File: src/hdl/tbrg_pkg.sv
// Shared types, codes and constants for the token bucket replay guard.
// Used by tbrg_refill and token_bucket_replay_guard; depends on nothing.
`default_nettype none

package tbrg_pkg;

	// Geometry of the slot table and the id window.
	localparam int unsigned CONNECTIONS = 16;
	localparam int unsigned WINDOW      = 64;
	localparam int unsigned SLOT_W      = $clog2(CONNECTIONS);
	localparam int unsigned WPOS_W      = $clog2(WINDOW);
	localparam int unsigned FILL_W      = WPOS_W + 1;
	localparam int unsigned MEM_AW      = SLOT_W + WPOS_W;

	// Field widths.
	localparam int unsigned LEVEL_W = 32;
	localparam int unsigned TIME_W  = 32;
	localparam int unsigned ID_W    = 32;
	localparam int unsigned RATE_W  = 24;
	localparam int unsigned BURST_W = 16;
	localparam int unsigned RWIN_W  = 7;
	localparam int unsigned PROD_W  = 16 + RATE_W;

	// One whole token in Q16.16.
	localparam logic [LEVEL_W-1:0] ONE_TOKEN  = 32'h0001_0000;
	localparam logic [RATE_W-1:0]  MIN_RATE   = 24'h01_0000;
	localparam logic [RWIN_W-1:0]  MIN_WINDOW = 7'd8;
	localparam logic [RWIN_W-1:0]  MAX_WINDOW = RWIN_W'(WINDOW);

	// Register reset values.
	localparam logic [BURST_W-1:0] BURST_RESET = 16'd8;
	localparam logic [RATE_W-1:0]  RATE_RESET  = 24'h01_0000;
	localparam logic [RWIN_W-1:0]  RWIN_RESET  = 7'd16;

	// Configuration register indexes.
	localparam logic [1:0] CFG_BURST  = 2'd0;
	localparam logic [1:0] CFG_RATE   = 2'd1;
	localparam logic [1:0] CFG_WINDOW = 2'd2;

	// Commands.
	localparam logic CMD_REQUEST = 1'b0;
	localparam logic CMD_RELEASE = 1'b1;

	// Result status codes.
	localparam logic [1:0] ST_OK      = 2'd0;
	localparam logic [1:0] ST_INVALID = 2'd1;
	localparam logic [1:0] ST_DUP     = 2'd2;
	localparam logic [1:0] ST_LIMITED = 2'd3;

	// Result of the refill unit.
	typedef struct packed {
		logic [LEVEL_W-1:0] level;  // refilled and clamped level
		logic               whole;  // at least one whole token present
	} refill_res_t;

	// Bucket ceiling in Q16.16; a zero burst acts as one token.
	function automatic logic [LEVEL_W-1:0] bucket_cap(input logic [BURST_W-1:0] burst);
		logic [BURST_W-1:0] b;
		b = (burst == '0) ? BURST_W'(1) : burst;
		return {b, 16'h0000};
	endfunction

	// Refill rate with a floor of one token per tick.
	function automatic logic [RATE_W-1:0] eff_rate(input logic [RATE_W-1:0] rate);
		return (rate < MIN_RATE) ? MIN_RATE : rate;
	endfunction

	// Window size clamped to the supported range.
	function automatic logic [FILL_W-1:0] eff_window(input logic [RWIN_W-1:0] w);
		logic [RWIN_W-1:0] c;
		c = w;
		if (c < MIN_WINDOW) c = MIN_WINDOW;
		if (c > MAX_WINDOW) c = MAX_WINDOW;
		return FILL_W'(c);
	endfunction

endpackage

`default_nettype wire

File: src/hdl/tbrg_refill.sv
// Refill unit of the token bucket replay guard: elapsed time, multiply, clamp.
// Two register stages; depends on tbrg_pkg.
`default_nettype none

module tbrg_refill (
	input  wire logic                           clk,
	input  wire logic [tbrg_pkg::LEVEL_W-1:0]   level,
	input  wire logic [tbrg_pkg::TIME_W-1:0]    last,
	input  wire logic [tbrg_pkg::TIME_W-1:0]    now,
	input  wire logic [tbrg_pkg::RATE_W-1:0]    rate,
	input  wire logic [tbrg_pkg::LEVEL_W-1:0]   cap,
	output tbrg_pkg::refill_res_t               res
);

	logic [15:0]                  elapsed_s1;
	logic                         sat_s1;
	logic [tbrg_pkg::PROD_W-1:0]  prod_s2;
	logic                         sat_s2;
	logic [tbrg_pkg::TIME_W-1:0]  elapsed;
	logic [tbrg_pkg::PROD_W:0]    sum;
	logic [tbrg_pkg::LEVEL_W-1:0] clamped;

	// Time going back counts as no elapsed time.
	assign elapsed = (now >= last) ? (now - last) : '0;

	// At one token per tick or more, 65536 ticks overfill any bucket.
	always_ff @(posedge clk) begin
		elapsed_s1 <= elapsed[15:0];
		sat_s1     <= (elapsed[31:16] != '0);
	end

	always_ff @(posedge clk) begin
		prod_s2 <= tbrg_pkg::PROD_W'(elapsed_s1) * tbrg_pkg::PROD_W'(rate);
		sat_s2  <= sat_s1;
	end

	always_comb begin
		sum = (tbrg_pkg::PROD_W+1)'(level) + (tbrg_pkg::PROD_W+1)'(prod_s2);
		if (sat_s2 || (sum > (tbrg_pkg::PROD_W+1)'(cap))) begin
			clamped = cap;
		end else begin
			clamped = sum[tbrg_pkg::LEVEL_W-1:0];
		end
		res.level = clamped;
		res.whole = (clamped >= tbrg_pkg::ONE_TOKEN);
	end

endmodule

`default_nettype wire

File: config.mk
export PLATFORM = sky130hd
export DESIGN_NAME = tbrg_refill
export DESIGN_NICKNAME = d
export VERILOG_FILES = /design/src/hdl/tbrg_pkg.sv /design/src/hdl/tbrg_refill.sv
export SDC_FILE = /design/constraint.sdc
export NUM_CORES = 1
export LEC_CHECK = 0
export BUFFER_PORTS_ARGS = -buffer_cell sky130_fd_sc_hd__buf_4
export CAP_MARGIN = 20
export CORE_AREA = 10 10 216 218
export CTS_CLUSTER_SIZE = 16
export DETAILED_ROUTE_END_ITERATION = 8
export DIE_AREA = 0 0 226 228
export PLACE_DENSITY = 0.63
export SYNTH_ARGS = -nofsm -noshare
export SYNTH_HDL_FRONTEND = slang
export SYNTH_SLANG_ARGS = --single-unit
export TNS_END_PERCENT = 30
File: constraint.sdc
create_clock -name clk -period 7.5 [get_ports clk]
set_input_delay 0.375 -clock clk [delete_from_list [all_inputs] [get_ports clk]]
set_output_delay 0.375 -clock clk [all_outputs]
set_load 0.1 [all_outputs]
==> results.txt <==
* Outcome: completed
- EDFF count, synth: 0
- Type of origin of the critical path: register
* Total number of yosys warnings: 0
- Startpoint of the most critical register-to-register path: elapsed_s1[1]
- The die is between 200 and 250 µm wide.
* Total negative setup slack: 0 ps
* Via density per instance: ~5.4
* Sequential share of the synthesized area: 6.150%
* CP Capture Type: register
- Number of maximum-capacitance violations: 0
* DRC: 0
* Post-synthesis mux area share: 2.399%
- During I/O placement, the number of pins put on the boundary was 186.
- Min setup slack post-route: 549.9 ps
* Synth async-reset ratio: 0%
- Count of endpoints failing hold in the final timing report: 0
- Weighted congestion at the end of routability-driven global placement: 0.8821
- Across the VDD grid, the largest voltage drop is 0.3655 mV.
- Overall power consumption after layout is estimated at 9435 µW.
* Number of cells on the worst hold path: 0
* Port Buffer Count: 185
- After synthesis, the mean cell area works out to roughly 8.3 µm².
- CTS Root Buffer Type: clkbuf_16
* Power per Cell Area: 448.3 nW/µm²
- When the netlist entered floorplanning its net count stood at 2,931.
* Slew at the pin with the worst max-slew slack: 959.0 ps
- Number of global-route vias before repair: 16,640
- For this design, the sink count on the clock tree is just under 60.
- CTS built an H-tree with a depth of 3.
* Number of synthesized register bits: 58
- Area share of and/or/nand/nor cells after synthesis: 18.30%
* Worst slack, placed: 537.1 ps
- The worst hold path terminates at sat_s2.
- Leakage component of the power: roughly 0.011 µW
* Most frequent cells in the layout: 420 x inv_1, 324 x nand2_1, 308 x fa_1
- The biggest area contributor in the post-synthesis netlist is fa_1.
* Worst hold slack: 323.9 ps
* GRT Residual Overflow: 0
* Pre-Repair DR Iteration Count: 5
- RSZ-0062 raised after global routing: no
* Number of distinct library cells after synthesis: 80
- Clock-pin slew was measured on the worst setup and hold paths at ~50 ps.
- Largest family of logic cells by synthesized area: adder cells
- Clock latency on the worst-skew pair, taken at its later pin, is 340 ps.
- After floorplanning, the core was sized to cover 42,510 µm².
- Placed instance count: 2,929
- In this run the worst path has a maximum fanout of 20.
- Global-route wire length before repair: between 80 and 90 mm
- Startpoint of the most critical hold path: sat_s1
- Final routed wire length divided by cell count: 18.10 µm
- Count of placed standard cells in the final layout, fillers left out: 2,945
- Pin count of the biggest net entering global routing: 34
* Most common cell after layout, fill and taps aside: inv_1
* Clock tree from TritonCTS: done
- Summed over its instances, the top area cell type makes up approximately a third of the synthesized netlist area.
- Detail Route Antenna Nets: 0
* Register-to-Register Setup Slack: 550 ps
* Data arrival time of the critical path: 7170 ps
- The longest clock path from root to sink contains 2 buffers.
* Nets: between 3,000 and 4,000
* # Post-CTS Setup Buffers: 0
- Die area: 51,530 µm²
* Ratio of final minimum period to clock period: 92.67%
- CTS resizes: 0
- Number of pins with negative max-slew slack in the final report: 0
- Setup violations, final: 0
* Hold-fix buffers at CTS: 0
- The critical path is of the register to register type.
- Die outline height: 228 µm
- The wire-length estimate of the detail-placed layout is 44.08 mm.
- Count of vias placed by the detailed router: 15,900
- Worst r2r dst: prod_s2[36]
* Clk_skew: 7.272 ps
- Post-synthesis instance area: 18,880 µm²
- Initial core utilization: ~44%
- After floorplanning, the core was divided into 76 placement rows.
* Area delta synth->final: 11.47%
- CTS buffer count: 9
- Required time of the critical path: slightly below 8000 ps
* Detailed Route WL: 53.29 mm
- Antenna violations before repair: 0
- Post-synthesis share of cell area spent on full adders, half adders and majority gates: 46.44%
- The number of cells on the worst reg-to-reg path is 19.
* Shortest clock period the worst path allows after layout: 6950 ps
* Primary flip-flop cell chosen by synthesis mapping: dfxtp_1
* ANT cells: 0
- Number of fill cells: 4,132
- Summing the areas of all compound-gate instances in the mapped netlist gives 13.13% of the synthesized area.
- After technology mapping, the gate count stands at 2,262.
- Headroom to the max-slew limit came out at 35.98%.
- Combined global-route utilization of all metal layers: 20.59%
- Ranking of synthesized cells by area: fa_1 33%, ha_1 14%, inv_1 8.4%, nand2_1 6.4%, dfxtp_1 6.2%
* Type of the tightest min-delay check: register to register
- In the final layout, the share of cells above drive strength 1 is between 10 and 15%.
- Xor and xnor area share after synthesis: 3.479%
* Starting DRT DRC Count: 821
* Max Clock Freq: roughly 140 MHz
layout make-up:
cell class                      count  area (µm²)  area share, %
Clock buffer                       11       232.7          1.106
Clock inverter                      5       55.05         0.2616
Inverter                          420        1577          7.491
Multi-Input combinational cell   1702       15810          75.14
Sequential cell                    58        1161          5.517
Tap cell                          546       683.2          3.246
Timing Repair Buffer              203        1524          7.241
power by group:
| part | internal (µW) | switching, µW |
|---|---|---|
| Combinational | 3480 | 4930 |
| Sequential | 516 | 115 |
| Clock | 255 | 138 |
synthesized netlist by cell type, types with 25 or more instances:
cell type / instances
inv_1: 420
nand2_1: 324
fa_1: 308
ha_1: 208
and2_1: 143
a21oi_1: 99
nor2_1: 75
clkbuf_1: 74
dfxtp_1: 58
a21o_1: 53
o21ai_0: 52
xnor2_1: 46
nand3_1: 29
xor2_1: 29
mux2_2: 25
flip-flops by register name (all words and copies together) (netlist names):
| register | cells |
|---|---|
| elapsed_s1 | 16 |
| sat_s1 | 1 |
| sat_s2 | 1 |
| prod_s2 | 40 |
per-layer routing:
layer	vias to the layer above	track usage [%]	part of all wire, %
met5	-	0	0
met4	0	4.665	1.9
met3	62	2.746	6.5
met2	522	34.11	47
met1	7786	27.93	45
li1	7533	-	-
worst max-delay path, stage by stage, from the launching register on:
cell and delay, ps:
dfxtp_1 940, nand2_1 190, fa_1 580, inv_1 60
fa_1 530, inv_1 50, fa_1 480, fa_1 520
fa_1 560, inv_1 60, fa_1 480, ha_1 410
and4_1 280, nand4_1 150, o31a_1 340, a211oi_1 520
nor3_1 110, o41ai_1 330, a21oi_1 130, xnor2_1 130
stage by stage:
| stage | util, % | instance area [µm²] |
|---|---|---|
| after floorplan | - | 18880 |
| after global placement | 48.83 | 20760 |
| after detailed placement | 48.83 | 20760 |
| after CTS | 49.51 | 21050 |
| after global routing | 49.51 | 21050 |
| final | 49.51 | 21050 |
kinds of logic (layout without fill, tap and decap cells):
group / Yosys count / after routing
DFF: 58 / 58
xor gates and xnor gates: 75 / 75
adders and majority gates: 516 / 516
muxes: 41 / 41
and+or+nand+nor: 711 / 711
buffers and inverters: 502 / 639
AOI/OAI and AO/OA: 359 / 359
worst max-delay path by stage:
stage,from,end,slack (ps),depth (start not counted)
floorplan,level[0],res[0],860,21
global placement,elapsed_s1[1],prod_s2[36],690,19
detailed placement,elapsed_s1[1],prod_s2[36],540,19
CTS,elapsed_s1[1],prod_s2[36],540,19
global route,elapsed_s1[1],prod_s2[36],200,19
finish,elapsed_s1[1],prod_s2[36],550,19
Note: power is estimated with default switching activity, not from simulation.
